==> src/design/pps_pkg.sv <==
`timescale 1ns / 1ps
// ----------------------------------------------------------------------------
// pps_pkg
// Types, constants and tables shared by the pure pursuit steering block.
// ----------------------------------------------------------------------------
package pps_pkg;

  localparam int MAX_WAYPOINTS = 256;
  localparam int IDX_W         = $clog2(MAX_WAYPOINTS);
  localparam int CNT_W         = $clog2(MAX_WAYPOINTS + 1);
  localparam int CORDIC_STEPS  = 16;
  localparam int CORDIC_KW     = $clog2(CORDIC_STEPS);
  localparam int SQ_STEPS      = 33;
  localparam int SQ_KW         = $clog2(SQ_STEPS);

  localparam int PI_Q24       = 52707179;
  localparam int HALF_PI_Q24  = 26353589;
  localparam int TWO_PI_Q24   = 105414357;
  localparam int CORDIC_K_Q24 = 10188014;
  localparam int ONE_Q24      = 16777216;

  localparam int ADDR_W = 5;

  localparam logic [2:0] REG_LOOKAHEAD = 3'd0;
  localparam logic [2:0] REG_SPEED     = 3'd1;
  localparam logic [2:0] REG_GAIN      = 3'd2;
  localparam logic [2:0] REG_TOLERANCE = 3'd3;
  localparam logic [2:0] REG_RATE_LIM  = 3'd4;

  typedef enum logic [1:0] {
    REQ_CLEAR  = 2'd0,
    REQ_APPEND = 2'd1,
    REQ_POSE   = 2'd2
  } req_t;

  typedef enum logic [1:0] {
    STAT_OK    = 2'd0,
    STAT_EMPTY = 2'd1,
    STAT_GOAL  = 2'd2,
    STAT_DROP  = 2'd3
  } stat_t;

  typedef struct packed {
    logic [30:0] lookahead;
    logic [14:0] speed;
    logic [15:0] gain;
    logic [30:0] tolerance;
    logic [14:0] rate_lim;
  } cfg_t;

  typedef enum logic [5:0] {
    OP_NONE,
    OP_LOAD,
    OP_CLEAR,
    OP_APPEND,
    OP_RES_EMPTY,
    OP_RES_GOAL,
    OP_RES_NONE,
    OP_RD_LAST,
    OP_RD_I,
    OP_D0,
    OP_D1,
    OP_D2,
    OP_D3,
    OP_TOL,
    OP_NEAR_INIT,
    OP_NEAR_UPD,
    OP_WALK_INIT,
    OP_PREV,
    OP_END,
    OP_SQ_INIT,
    OP_SQ_STEP,
    OP_ARC,
    OP_HIT,
    OP_ADV,
    OP_AT_INIT,
    OP_AT_STEP,
    OP_ALPHA,
    OP_E13,
    OP_GMUL,
    OP_ANG,
    OP_COS_INIT,
    OP_COS_STEP,
    OP_CS,
    OP_LMUL,
    OP_LIN,
    OP_PUSH
  } dp_op_t;

  typedef struct packed {
    dp_op_t op;
  } dp_cmd_t;

  typedef struct packed {
    logic [1:0] req;
    logic       count_zero;
    logic       goal_hit;
    logic       i_end;
    logic       sq_done;
    logic       arc_hit;
    logic       vec_zero;
    logic       k_last;
    logic       cos_zero;
  } dp_sts_t;

  typedef enum logic [4:0] {
    ST_IDLE,
    ST_DISPATCH,
    ST_D0,
    ST_D1,
    ST_D2,
    ST_D3,
    ST_TOL,
    ST_GOAL_CMP,
    ST_NEAR_RD,
    ST_NEAR_UPD,
    ST_NEAR_CHK,
    ST_WALK_INIT,
    ST_WALK_PREV,
    ST_WALK_CHK,
    ST_SQ_INIT,
    ST_SQ_RUN,
    ST_ARC,
    ST_ARC_TEST,
    ST_AT_INIT,
    ST_AT_CHK,
    ST_AT_RUN,
    ST_ALPHA,
    ST_E13,
    ST_GMUL,
    ST_ANG,
    ST_COS_INIT,
    ST_COS_CHK,
    ST_COS_RUN,
    ST_CS,
    ST_LMUL,
    ST_LIN,
    ST_FINISH
  } state_t;

  typedef enum logic [1:0] {
    PH_GOAL,
    PH_NEAR,
    PH_WALK
  } phase_t;

  function automatic logic [24:0] atan_q24(input logic [4:0] k);
    logic [24:0] v;
    unique case (k)
      5'd0:    v = 25'd13176795;
      5'd1:    v = 25'd7778716;
      5'd2:    v = 25'd4110060;
      5'd3:    v = 25'd2086331;
      5'd4:    v = 25'd1047214;
      5'd5:    v = 25'd524117;
      5'd6:    v = 25'd262123;
      5'd7:    v = 25'd131069;
      5'd8:    v = 25'd65536;
      5'd9:    v = 25'd32768;
      5'd10:   v = 25'd16384;
      5'd11:   v = 25'd8192;
      5'd12:   v = 25'd4096;
      5'd13:   v = 25'd2048;
      5'd14:   v = 25'd1024;
      5'd15:   v = 25'd512;
      5'd16:   v = 25'd256;
      5'd17:   v = 25'd128;
      5'd18:   v = 25'd64;
      5'd19:   v = 25'd32;
      5'd20:   v = 25'd16;
      5'd21:   v = 25'd8;
      5'd22:   v = 25'd4;
      5'd23:   v = 25'd2;
      5'd24:   v = 25'd1;
      default: v = 25'd0;
    endcase
    return v;
  endfunction

endpackage

==> src/design/pps_cfg.sv <==
`timescale 1ns / 1ps
// ----------------------------------------------------------------------------
// pps_cfg
// APB register file holding the tracking configuration.
// ----------------------------------------------------------------------------
module pps_cfg
  import pps_pkg::*;
(
  input  logic              clk,
  input  logic              rst,
  input  logic              psel,
  input  logic              penable,
  input  logic              pwrite,
  input  logic [ADDR_W-1:0] paddr,
  input  logic [31:0]       pwdata,
  output logic [31:0]       prdata,
  output logic              pready,
  output cfg_t              cfg
);

  logic       wr;
  logic [2:0] idx;

  assign pready = 1'b1;
  assign wr     = psel && penable && pwrite;
  assign idx    = paddr[4:2];

  always_ff @(posedge clk) begin
    if (rst) begin
      cfg.lookahead <= 31'd32768;
      cfg.speed     <= 15'd614;
      cfg.gain      <= 16'd384;
      cfg.tolerance <= 31'd16384;
      cfg.rate_lim  <= 15'd4096;
    end else if (wr) begin
      unique case (idx)
        REG_LOOKAHEAD: cfg.lookahead <= pwdata[30:0];
        REG_SPEED:     cfg.speed     <= pwdata[14:0];
        REG_GAIN:      cfg.gain      <= pwdata[15:0];
        REG_TOLERANCE: cfg.tolerance <= pwdata[30:0];
        REG_RATE_LIM:  cfg.rate_lim  <= pwdata[14:0];
        default: ;
      endcase
    end
  end

  always_comb begin
    unique case (idx)
      REG_LOOKAHEAD: prdata = {1'b0, cfg.lookahead};
      REG_SPEED:     prdata = {17'd0, cfg.speed};
      REG_GAIN:      prdata = {16'd0, cfg.gain};
      REG_TOLERANCE: prdata = {1'b0, cfg.tolerance};
      REG_RATE_LIM:  prdata = {17'd0, cfg.rate_lim};
      default:       prdata = 32'd0;
    endcase
  end

endmodule

==> config.mk <==
export PLATFORM = sky130hd
export DESIGN_NAME = pps_cfg
export DESIGN_NICKNAME = d
export VERILOG_FILES = /design/src/design/pps_pkg.sv /design/src/design/pps_cfg.sv
export SDC_FILE = /design/constraint.sdc
export NUM_CORES = 1
export LEC_CHECK = 0
export BUFFER_PORTS_ARGS = -buffer_cell sky130_fd_sc_hd__buf_2
export CAP_MARGIN = 20
export CORE_MARGIN = 1
export CORE_UTILIZATION = 45
export DETAILED_ROUTE_END_ITERATION = 10
export PLACE_DENSITY = 0.73
export SKIP_CTS_REPAIR_TIMING = 1
export SLEW_MARGIN = 20
export SYNTH_ARGS = -nofsm -noshare
export SYNTH_HDL_FRONTEND = slang
export SYNTH_SLANG_ARGS = --single-unit
==> constraint.sdc <==
create_clock -name clk -period 1.7 [get_ports clk]
set_clock_uncertainty 0.15 [all_clocks]
set_input_delay 0.34 -clock clk [delete_from_list [all_inputs] [get_ports clk]]
set_output_delay 0.34 -clock clk [all_outputs]
set_load 0.05 [all_outputs]
==> impl_metrics.yaml <==
critical_path:
  regToRegStartpoint: "cfg[48]"
  slowest_stage: "buf_6"
  critical_path.cell_chain: "buf_12 > clkbuf_16 > nor2_4 > buf_12 > buf_12 > a22oi_2 > o22ai_4 > buf_6"
  reg2reg_depth: 3
  crit_fanout: 7
  r2r_slack_ps: 820
  reg2reg_to: "cfg[48]"
  crit_path_end_kind: "primary output"
  crit_arrival_ps: 1430
  required_ps: 1210
  crit_type: "input port to primary output"
  max_stage_delay_ps: 180
  cpMostUsedCell: "buf_12"
  crit_path_start_kind: "input port"
clock_network:
  cts_buffers: 9
  cts_tree: "built"
  cts.clk_slew.worst_paths_ps: 70
  cts_buffer_depth: 2
  cts_root_buffer: "clkbuf_16"
  clock_latency_ps: 340
  cts.sinks: 108
  cts.htree.levels: 3
timing:
  hold_viol_final: 0
  period_share_pct: 113
  layout_setup_ws_ps: -220
  slew_viol_final: 0
  finalCriticalPeriod_ps: 1920
  finalSetupViolCount: 31
  hold_ws_ps: 122
  fmax_mhz: 521
  rsz0062_at_grt: "yes"
layout:
  reg_top3: "cfg x108"
  n_fill_cell: 756
  design_area_um2: 7950
  top_register: "cfg"
  multi_input_area_um2: 3370
  diodes: 0
  final_util_pct: 72.0
  fin_nets: 766
  seq_area_um2: 2200
  drive_above_1_share_pct: 52.7
  largest_reg_flops: 108
  area_growth_pct: 53.2
min_path:
  holdPathEnd: "cfg[12]"
  min_path_cells: 3
  hold_start: "pwdata[12]"
  hp-class: "input port to register"
power:
  power_frac_clock_pct: 38.4
  ir_drop_uv: 533
  power_switching_uw: 1380
  p_int_uw: 4060
  seq_power_share_pct: 47.2
  leakage_uw: 0.00360
  p_sw_share_pct: 25.3
  pwr-share-comb_pct: 14.3
  powerDensity_nw_per_um2: 684
detailed_routing:
  viasPerCell: 5.34
  num_vias: 4636
  dr.pass1.iters: 5
  wl_per_cell_um: 18.3
  ant_nets: 0
  route.detailed.drc: 0
  wl_mm: 15.9
  drtIter0Drc: 150
floorplanning:
  fp-row-count: 38
  die_w_um: 109
  initial_core_util_pct: 47.0
  die_area_um2: 12000
  die_h_um: 109
  io_pins: 183
  core_area_um2: 11000
global_route:
  grt_max_degree: 60
  grtUsageTotal_pct: 25.2
  antenna_found_initial: 0
  grt_pass1_wl_mm: 22.9
  grt_pass1_vias: 4471
  grt_overflow: 0
yosys:
  syn_nets: 564
  synth_ff_type: "dfxtp_1"
  ys_ff_latch: 108
  synth_top_area_share_pct: 41.7
  synth.avg_cell_area_um2: 9.93
  synth.largest_area_cell: "dfxtp_1"
  netlist_top_cells_area: "dfxtp_1 42%, mux2i_1 21%, nand2b_1 16%"
  ys_seq_area_share_pct: 41.7
  yosysMostFrequentCell: "nand2b_1"
  syn_area_um2: 5180
  syn_inst: 522
  async_flop_share_pct: 0
  synth_cell_types: 27
  yosysWarningCount: 0
  synth_edf_count: 0
  synth_commonest_cells: "129 x nand2b_1, 108 x dfxtp_1, 108 x mux2i_1"
job:
  maxCapViolations: 0
placed_design:
  dpl-instance-area_um2: 7140
  portBuffers: 177
  post-place-ws_ps: -317
  place.gp.congestion: 0.777
  hpwlAfterDp_mm: 11.2
status:
  run_status: "finished with violations"
  violations: "negative setup slack"
worst max-delay path, delay by kind of cell:
family | cells | cell delay [ps]
buffers and inverters | 5 | 710
AO/OA/AOI/OAI | 2 | 250
AND/OR/NAND/NOR | 1 | 120
metal layers:
layer / share of wire [%] / up-vias / wire [um] / global-route usage [%]
met3: 6.0 / 20 / 948 / 6.99
met2: 50 / 144 / 7950 / 43.3
li1: - / 2204 / - / -
met1: 43 / 2268 / 6810 / 30.5
met4: 1.3 / 0 / 201 / 7.52
met5: 0 / - / 0 / 0
how the worst max path moves through the flow:
| stage | from | end | slack (ps) |
|---|---|---|---|
| final | paddr[2] | prdata[1] | -220 |
| after global routing | paddr[2] | prdata[1] | -250 |
| after CTS | paddr[2] | prdata[14] | -320 |
| after detailed placement | paddr[2] | prdata[14] | -320 |
| after global placement | paddr[2] | prdata[14] | -310 |
| after floorplan | cfg[15] | prdata[0] | -50 |
logic make-up after synthesis:
group	share of synthesized area, %
and+or+nand+nor	20.6
muxes	24.3
DFF	41.7
AOI/OAI and AO/OA	8.47
buffers and inverters	4.78
other	0.145
power groups by stage:
stage / clock network [uW] / registers (uW) / logic [uW]
6_report: 2090 / 2570 / 780
5_1_grt: 2220 / 2570 / 814
4_1_cts: 2130 / 2560 / 700
3_5_place_dp: 0 / 2620 / 698
3_3_place_gp: 0 / 2620 / 684
2_1_floorplan: 0 / 2690 / 417
cells in the final DEF, fill, tap and decap left out, drive strengths merged, types with 2 or more instances in the layout:
cell | synthesis | layout
and2 | 2 | 2
nor2b | 2 | 2
mux2 | 16 | 16
a22oi | 46 | 46
clkinvlp | 0 | 2
nand2 | 2 | 2
nor3b | 2 | 2
o22ai | 15 | 15
conb | 2 | 2
dfxtp | 108 | 108
buf | 25 | 235
nand3b | 2 | 2
nor2 | 37 | 37
nand2b | 129 | 129
clkbuf | 21 | 13
mux2i | 108 | 108
cell type report:
class | instances | share of cell area (%)
Clock buffer | 11 | 3.06
Clock inverter | 4 | 0.630
Tap cell | 140 | 2.20
Timing Repair Buffer | 237 | 24.0
Sequential cell | 108 | 27.7
Multi-Input combinational cell | 368 | 42.5
through the flow:
step           TNS [ps]  total power (uW)  instances
3_3_place_gp     -15920              3310        843
2_1_floorplan     -1190              3100        522
4_1_cts           -8490              5390        858
5_1_grt           -5710              5600        868
6_report          -4880              5430        868
3_5_place_dp     -16060              3320        843
Power figures use the tool's default switching activity.
