--- config.mk ---
export PLATFORM = sky130hd
export DESIGN_NAME = pps_ctrl
export DESIGN_NICKNAME = d
export VERILOG_FILES = /design/src/design/pps_pkg.sv /design/src/design/pps_ctrl.sv
export SDC_FILE = /design/constraint.sdc
export NUM_CORES = 1
export LEC_CHECK = 0
export BUFFER_PORTS_ARGS = -buffer_cell sky130_fd_sc_hd__buf_2
export CORE_MARGIN = 4
export CORE_UTILIZATION = 55
export CTS_CLUSTER_DIAMETER = 100
export DETAILED_ROUTE_END_ITERATION = 16
export GPL_TIMING_DRIVEN = 0
export PLACE_DENSITY = 0.91
export SKIP_CTS_REPAIR_TIMING = 1
export SLEW_MARGIN = 20
export SYNTH_ARGS = -nofsm -noshare
export SYNTH_HDL_FRONTEND = slang
export SYNTH_SLANG_ARGS = --single-unit
export TNS_END_PERCENT = 1
--- constraint.sdc ---
create_clock -name clk -period 2.2 [get_ports clk]
set_input_delay 0.11 -clock clk [delete_from_list [all_inputs] [get_ports clk]]
set_output_delay 0.11 -clock clk [all_outputs]
set_load 0.05 [all_outputs]
--- src/design/pps_pkg.sv ---
`timescale 1ns / 1ps
// ----------------------------------------------------------------------------
// pps_pkg
// Types, constants and tables shared by the pure pursuit steering block.
// ----------------------------------------------------------------------------
package pps_pkg;

  localparam int MAX_WAYPOINTS = 256;
  localparam int IDX_W         = $clog2(MAX_WAYPOINTS);
  localparam int CNT_W         = $clog2(MAX_WAYPOINTS + 1);
  localparam int CORDIC_STEPS  = 16;
  localparam int CORDIC_KW     = $clog2(CORDIC_STEPS);
  localparam int SQ_STEPS      = 33;
  localparam int SQ_KW         = $clog2(SQ_STEPS);

  localparam int PI_Q24       = 52707179;
  localparam int HALF_PI_Q24  = 26353589;
  localparam int TWO_PI_Q24   = 105414357;
  localparam int CORDIC_K_Q24 = 10188014;
  localparam int ONE_Q24      = 16777216;

  localparam int ADDR_W = 5;

  localparam logic [2:0] REG_LOOKAHEAD = 3'd0;
  localparam logic [2:0] REG_SPEED     = 3'd1;
  localparam logic [2:0] REG_GAIN      = 3'd2;
  localparam logic [2:0] REG_TOLERANCE = 3'd3;
  localparam logic [2:0] REG_RATE_LIM  = 3'd4;

  typedef enum logic [1:0] {
    REQ_CLEAR  = 2'd0,
    REQ_APPEND = 2'd1,
    REQ_POSE   = 2'd2
  } req_t;

  typedef enum logic [1:0] {
    STAT_OK    = 2'd0,
    STAT_EMPTY = 2'd1,
    STAT_GOAL  = 2'd2,
    STAT_DROP  = 2'd3
  } stat_t;

  typedef struct packed {
    logic [30:0] lookahead;
    logic [14:0] speed;
    logic [15:0] gain;
    logic [30:0] tolerance;
    logic [14:0] rate_lim;
  } cfg_t;

  typedef enum logic [5:0] {
    OP_NONE,
    OP_LOAD,
    OP_CLEAR,
    OP_APPEND,
    OP_RES_EMPTY,
    OP_RES_GOAL,
    OP_RES_NONE,
    OP_RD_LAST,
    OP_RD_I,
    OP_D0,
    OP_D1,
    OP_D2,
    OP_D3,
    OP_TOL,
    OP_NEAR_INIT,
    OP_NEAR_UPD,
    OP_WALK_INIT,
    OP_PREV,
    OP_END,
    OP_SQ_INIT,
    OP_SQ_STEP,
    OP_ARC,
    OP_HIT,
    OP_ADV,
    OP_AT_INIT,
    OP_AT_STEP,
    OP_ALPHA,
    OP_E13,
    OP_GMUL,
    OP_ANG,
    OP_COS_INIT,
    OP_COS_STEP,
    OP_CS,
    OP_LMUL,
    OP_LIN,
    OP_PUSH
  } dp_op_t;

  typedef struct packed {
    dp_op_t op;
  } dp_cmd_t;

  typedef struct packed {
    logic [1:0] req;
    logic       count_zero;
    logic       goal_hit;
    logic       i_end;
    logic       sq_done;
    logic       arc_hit;
    logic       vec_zero;
    logic       k_last;
    logic       cos_zero;
  } dp_sts_t;

  typedef enum logic [4:0] {
    ST_IDLE,
    ST_DISPATCH,
    ST_D0,
    ST_D1,
    ST_D2,
    ST_D3,
    ST_TOL,
    ST_GOAL_CMP,
    ST_NEAR_RD,
    ST_NEAR_UPD,
    ST_NEAR_CHK,
    ST_WALK_INIT,
    ST_WALK_PREV,
    ST_WALK_CHK,
    ST_SQ_INIT,
    ST_SQ_RUN,
    ST_ARC,
    ST_ARC_TEST,
    ST_AT_INIT,
    ST_AT_CHK,
    ST_AT_RUN,
    ST_ALPHA,
    ST_E13,
    ST_GMUL,
    ST_ANG,
    ST_COS_INIT,
    ST_COS_CHK,
    ST_COS_RUN,
    ST_CS,
    ST_LMUL,
    ST_LIN,
    ST_FINISH
  } state_t;

  typedef enum logic [1:0] {
    PH_GOAL,
    PH_NEAR,
    PH_WALK
  } phase_t;

  function automatic logic [24:0] atan_q24(input logic [4:0] k);
    logic [24:0] v;
    unique case (k)
      5'd0:    v = 25'd13176795;
      5'd1:    v = 25'd7778716;
      5'd2:    v = 25'd4110060;
      5'd3:    v = 25'd2086331;
      5'd4:    v = 25'd1047214;
      5'd5:    v = 25'd524117;
      5'd6:    v = 25'd262123;
      5'd7:    v = 25'd131069;
      5'd8:    v = 25'd65536;
      5'd9:    v = 25'd32768;
      5'd10:   v = 25'd16384;
      5'd11:   v = 25'd8192;
      5'd12:   v = 25'd4096;
      5'd13:   v = 25'd2048;
      5'd14:   v = 25'd1024;
      5'd15:   v = 25'd512;
      5'd16:   v = 25'd256;
      5'd17:   v = 25'd128;
      5'd18:   v = 25'd64;
      5'd19:   v = 25'd32;
      5'd20:   v = 25'd16;
      5'd21:   v = 25'd8;
      5'd22:   v = 25'd4;
      5'd23:   v = 25'd2;
      5'd24:   v = 25'd1;
      default: v = 25'd0;
    endcase
    return v;
  endfunction

endpackage

--- src/design/pps_ctrl.sv ---
`timescale 1ns / 1ps
// ----------------------------------------------------------------------------
// pps_ctrl
// Sequencer for requests: path loads, goal test, nearest search, lookahead
// walk, heading and command computation, and the output register valid.
// ----------------------------------------------------------------------------
module pps_ctrl
  import pps_pkg::*;
(
  input  logic    clk,
  input  logic    rst,
  input  logic    in_valid,
  output logic    in_stall,
  output logic    out_valid,
  input  logic    out_stall,
  input  dp_sts_t sts,
  output dp_cmd_t cmd
);

  state_t state, state_next;
  phase_t phase, phase_next;
  logic   out_free;

  assign out_free = !out_valid || !out_stall;
  assign in_stall = (state != ST_IDLE);

  always_ff @(posedge clk) begin
    if (rst) begin
      state     <= ST_IDLE;
      phase     <= PH_GOAL;
      out_valid <= 1'b0;
    end else begin
      state <= state_next;
      phase <= phase_next;
      if (cmd.op == OP_PUSH) begin
        out_valid <= 1'b1;
      end else if (!out_stall) begin
        out_valid <= 1'b0;
      end
    end
  end

  always_comb begin
    state_next = state;
    phase_next = phase;
    unique case (state)
      ST_IDLE:     if (in_valid) state_next = ST_DISPATCH;
      ST_DISPATCH: begin
        if (sts.req == REQ_POSE && !sts.count_zero) begin
          state_next = ST_D0;
          phase_next = PH_GOAL;
        end else begin
          state_next = ST_FINISH;
        end
      end
      ST_D0: state_next = ST_D1;
      ST_D1: state_next = ST_D2;
      ST_D2: state_next = ST_D3;
      ST_D3: begin
        unique case (phase)
          PH_GOAL: state_next = ST_TOL;
          PH_NEAR: state_next = ST_NEAR_UPD;
          default: state_next = ST_SQ_INIT;
        endcase
      end
      ST_TOL:      state_next = ST_GOAL_CMP;
      ST_GOAL_CMP: state_next = sts.goal_hit ? ST_FINISH : ST_NEAR_RD;
      ST_NEAR_RD: begin
        state_next = ST_D0;
        phase_next = PH_NEAR;
      end
      ST_NEAR_UPD:  state_next = ST_NEAR_CHK;
      ST_NEAR_CHK:  state_next = sts.i_end ? ST_WALK_INIT : ST_NEAR_RD;
      ST_WALK_INIT: state_next = ST_WALK_PREV;
      ST_WALK_PREV: state_next = ST_WALK_CHK;
      ST_WALK_CHK: begin
        if (sts.i_end) begin
          state_next = ST_AT_INIT;
        end else begin
          state_next = ST_D0;
          phase_next = PH_WALK;
        end
      end
      ST_SQ_INIT:  state_next = ST_SQ_RUN;
      ST_SQ_RUN:   if (sts.sq_done) state_next = ST_ARC;
      ST_ARC:      state_next = ST_ARC_TEST;
      ST_ARC_TEST: state_next = sts.arc_hit ? ST_AT_INIT : ST_WALK_CHK;
      ST_AT_INIT:  state_next = ST_AT_CHK;
      ST_AT_CHK:   state_next = sts.vec_zero ? ST_ALPHA : ST_AT_RUN;
      ST_AT_RUN:   if (sts.k_last) state_next = ST_ALPHA;
      ST_ALPHA:    state_next = ST_E13;
      ST_E13:      state_next = ST_GMUL;
      ST_GMUL:     state_next = ST_ANG;
      ST_ANG:      state_next = ST_COS_INIT;
      ST_COS_INIT: state_next = ST_COS_CHK;
      ST_COS_CHK:  state_next = sts.cos_zero ? ST_CS : ST_COS_RUN;
      ST_COS_RUN:  if (sts.k_last) state_next = ST_CS;
      ST_CS:       state_next = ST_LMUL;
      ST_LMUL:     state_next = ST_LIN;
      ST_LIN:      state_next = ST_FINISH;
      ST_FINISH:   if (out_free) state_next = ST_IDLE;
      default:     state_next = ST_IDLE;
    endcase
  end

  always_comb begin
    cmd.op = OP_NONE;
    unique case (state)
      ST_IDLE: if (in_valid) cmd.op = OP_LOAD;
      ST_DISPATCH: begin
        unique case (sts.req)
          REQ_CLEAR:  cmd.op = OP_CLEAR;
          REQ_APPEND: cmd.op = OP_APPEND;
          REQ_POSE:   cmd.op = sts.count_zero ? OP_RES_EMPTY : OP_RD_LAST;
          default:    cmd.op = OP_RES_NONE;
        endcase
      end
      ST_D0:        cmd.op = OP_D0;
      ST_D1:        cmd.op = OP_D1;
      ST_D2:        cmd.op = OP_D2;
      ST_D3:        cmd.op = OP_D3;
      ST_TOL:       cmd.op = OP_TOL;
      ST_GOAL_CMP:  cmd.op = sts.goal_hit ? OP_RES_GOAL : OP_NEAR_INIT;
      ST_NEAR_RD:   cmd.op = OP_RD_I;
      ST_NEAR_UPD:  cmd.op = OP_NEAR_UPD;
      ST_WALK_INIT: cmd.op = OP_WALK_INIT;
      ST_WALK_PREV: cmd.op = OP_PREV;
      ST_WALK_CHK:  cmd.op = sts.i_end ? OP_END : OP_RD_I;
      ST_SQ_INIT:   cmd.op = OP_SQ_INIT;
      ST_SQ_RUN:    cmd.op = OP_SQ_STEP;
      ST_ARC:       cmd.op = OP_ARC;
      ST_ARC_TEST:  cmd.op = sts.arc_hit ? OP_HIT : OP_ADV;
      ST_AT_INIT:   cmd.op = OP_AT_INIT;
      ST_AT_RUN:    cmd.op = OP_AT_STEP;
      ST_ALPHA:     cmd.op = OP_ALPHA;
      ST_E13:       cmd.op = OP_E13;
      ST_GMUL:      cmd.op = OP_GMUL;
      ST_ANG:       cmd.op = OP_ANG;
      ST_COS_INIT:  cmd.op = OP_COS_INIT;
      ST_COS_RUN:   cmd.op = OP_COS_STEP;
      ST_CS:        cmd.op = OP_CS;
      ST_LMUL:      cmd.op = OP_LMUL;
      ST_LIN:       cmd.op = OP_LIN;
      ST_FINISH:    if (out_free) cmd.op = OP_PUSH;
      default:      cmd.op = OP_NONE;
    endcase
  end

`ifndef SYNTHESIS
  a_accept_starts: assert property (@(posedge clk) disable iff (rst)
    (in_valid && !in_stall) |=> (state == ST_DISPATCH))
    else $error("accepted request did not start");

  a_push_room: assert property (@(posedge clk) disable iff (rst)
    (cmd.op == OP_PUSH) |-> (!out_valid || !out_stall))
    else $error("result pushed over a pending result");

  a_push_shows: assert property (@(posedge clk) disable iff (rst)
    (cmd.op == OP_PUSH) |=> (out_valid && state == ST_IDLE))
    else $error("pushed result not presented");
`endif

endmodule

==> results_dict.tcl <==
set metrics [dict create \
    cts.clk_slew.worst_paths_ns 0.06 \
    row_count 16 \
    critPathMaxFanout 10 \
    peakVddDrop_uv 967.2 \
    synth.area.mux_share 0.008969 \
    tightestPinTransition_ns 0.5925 \
    r2r-end "state[4]" \
    max_freq_ghz 0.4813 \
    worstHoldStart "rst" \
    worstPathRequired_ns 2.09 \
    whs_ns 0.1982 \
    startpoint_type "flip-flop" \
    fin_ws_ns 0.1224 \
    ant_nets 0 \
    drt_pass1_iterations 5 \
    num_vias 1527 \
    drc 0 \
    r2r_start "state[0]" \
    nNetsFinal 214 \
    yosys.area.top_type_share 0.1435 \
    syn_area_mm2 0.001116 \
    yosys_register_bits 8 \
    start_util 0.5747 \
    area_delta_synth_final_pct 21.97 \
    power_density_mw_per_mm2 1436 \
    dp_slack_ns 0.009243 \
    ios 22 \
    place_hpwl_mm 2.843 \
    postSynthAreaPerCell_um2 6.414 \
    drtIter0Drc 98 \
    syn_nets 188 \
    finalSetupViolations 0 \
    syn_inst 174 \
    drive_above_1_share 0.2727 \
    yosysWarnings 0 \
    leakage_nw 0.5439 \
    synth-xor-area-share 0 \
    synth_edf_count 0 \
    synth_fa_ha_area_frac 0 \
    worstPathArrival_ns 1.97 \
    antenna_found_initial 0 \
    n_antenna_cell 0 \
    overflow 0 \
    synthFlopType "dfxtp_1" \
    skew_ns 0.003219 \
    hold_violations 0 \
    yosys-top-cells-area "dfxtp_1 14%, o21ai_0 8.5%, a21oi_1 7.2%, nor2_1 5.0%, nand2_1 4.7%" \
    htreeDepth 1 \
    worst_r2r_path_depth 6 \
    fp.coreArea_mm2 0.001942 \
    clk_path_buf_depth 2 \
    vias_per_cell 6.787 \
    yosys.area_share.simple 0.4036 \
    yosys.area.top_type "dfxtp_1" \
    yosysSeqAreaShare 0.1435 \
    die_x_um 53.05 \
    clk_latency_ns 0.25 \
    io_buffer_count 20 \
    chipHeight_um 53.05 \
    synthDistinctLibCells 45 \
    cts_buffers 3 \
    whs_path_depth 2 \
    status "complete, no violations" \
    end_kind "primary output" \
    finalSetupTns_ns 0 \
    grt_pass1_vias 1402 \
    critical_path_class "reg -> out" \
    synthArstFlopShare 0 \
    instances_no_fill 225 \
    clock-sinks 8 \
    slew_violations 0 \
    hold_end "phase[0]" \
    gp_congestion 0.9577 \
    period_share 0.9444 \
    r2r_slack_ns 0.29 \
    holdCritPathClass "in -> reg" \
    slew_headroom 0.5994 \
    grt_usage 0.3004 \
    synth_top_family_by_area "simple AND/OR/NAND/NOR gates" \
    cts-root-buf "clkbuf_4" \
    grt_max_degree 11 \
    die_area_mm2 0.002814 \
    post_drt_wl_per_cell_um 16.98 \
    drt-total-wl_mm 3.821 \
    grt_pass1_wl_mm 6.341 \
    min_period_ns 2.078 \
    maxCapViolCount 0 \
    dp.cells 221 \
    cts_tree "built" \
    critPathLaunch "state[4]" \
    synth-compound-area-share 0.3453 \
]
placed cells by master, fill, tap and decap left out, types with 4 or more instances in the layout:
cell type	Yosys	routed
nor3_1	10	8
nor2_1	15	15
clkbuf_2	0	4
buf_2	4	21
nand2_1	14	14
nand3_1	9	9
a21oi_1	16	16
clkbuf_4	0	7
o22ai_1	4	4
nand2b_1	4	4
dfxtp_1	8	6
buf_6	2	4
o21ai_0	19	18
inv_1	7	7
kinds of logic after synthesis:
kind of cell | after synthesis
AO/OA/AOI/OAI | 62
buffers and inverters | 24
flip-flops | 8
multiplexers | 1
AND/OR/NAND/NOR | 79
worst max-delay path by stage:
stage                   to  slack (ns)  cells after the start
global placement    cmd[4]        0.07                      8
detailed placement  cmd[4]       0.009                      8
floorplan           cmd[3]       -0.17                      7
finish              cmd[1]        0.12                      8
global route        cmd[1]      -0.001                      8
CTS                 cmd[4]       -0.27                      8
worst max-delay path: stages, from the launching register on:
cell and delay, ns:
dfxtp_1 0.32, buf_6 0.12, clkbuf_2 0.21, buf_2 0.26
a21oi_1 0.10, o22ai_1 0.15, a32oi_1 0.08, o221ai_1 0.18
buf_2 0.29
cell type report:
cell class,count,area [µm²]
fillers,187,580.6
plain buffers,15,102.6
flip-flops and latches,8,162.7
repair buffers,22,123.9
multi-input cells,142,885.9
clock buffers,3,22.52
inverters,8,30.03
well taps,27,33.78
per-layer routing:
layer,track usage,part of all wire,vias up
li1,-,-,704
met1,0.3868,0.39,688
met2,0.4690,0.46,121
met3,0.07042,0.11,14
met4,0.1362,0.034,0
met5,0,0,-
where the power goes:
part / leakage (nW) / internal (W) / switching, W
registers: 0.0661 / 0.000184 / 0.0000472
clock network: 0.0138 / 0.0000626 / 0.0000515
logic: 0.464 / 0.000548 / 0.00106
flip-flops by register name, indices dropped and copies added, names as in the netlist:
name and flops:
phase 2, state 5, out_valid 1
Yosys cell counts (all sizes together) (3+ instances only):
cell type	count
a221oi	3
nor4	3
nand3	9
buf	9
nor2	15
o22ai	4
a21oi	16
nor4b	3
nor2b	3
inv	8
nand2	14
o21ai	21
nor3b	3
nand2b	4
clkbuf	7
a32oi	3
nor3	10
dfxtp	8
per-stage QoR:
stage / instance area [µm²] / utilization / total power [W]
2_1_floorplan: 1121 / - / 0.001306
3_3_place_gp: 1255 / 0.6463 / 0.001617
3_5_place_dp: 1255 / 0.6463 / 0.001634
4_1_cts: 1277 / 0.6579 / 0.001750
5_1_grt: 1361 / 0.7010 / 0.002072
6_report: 1361 / 0.7010 / 0.001955
(Power assumes the default switching activity.)
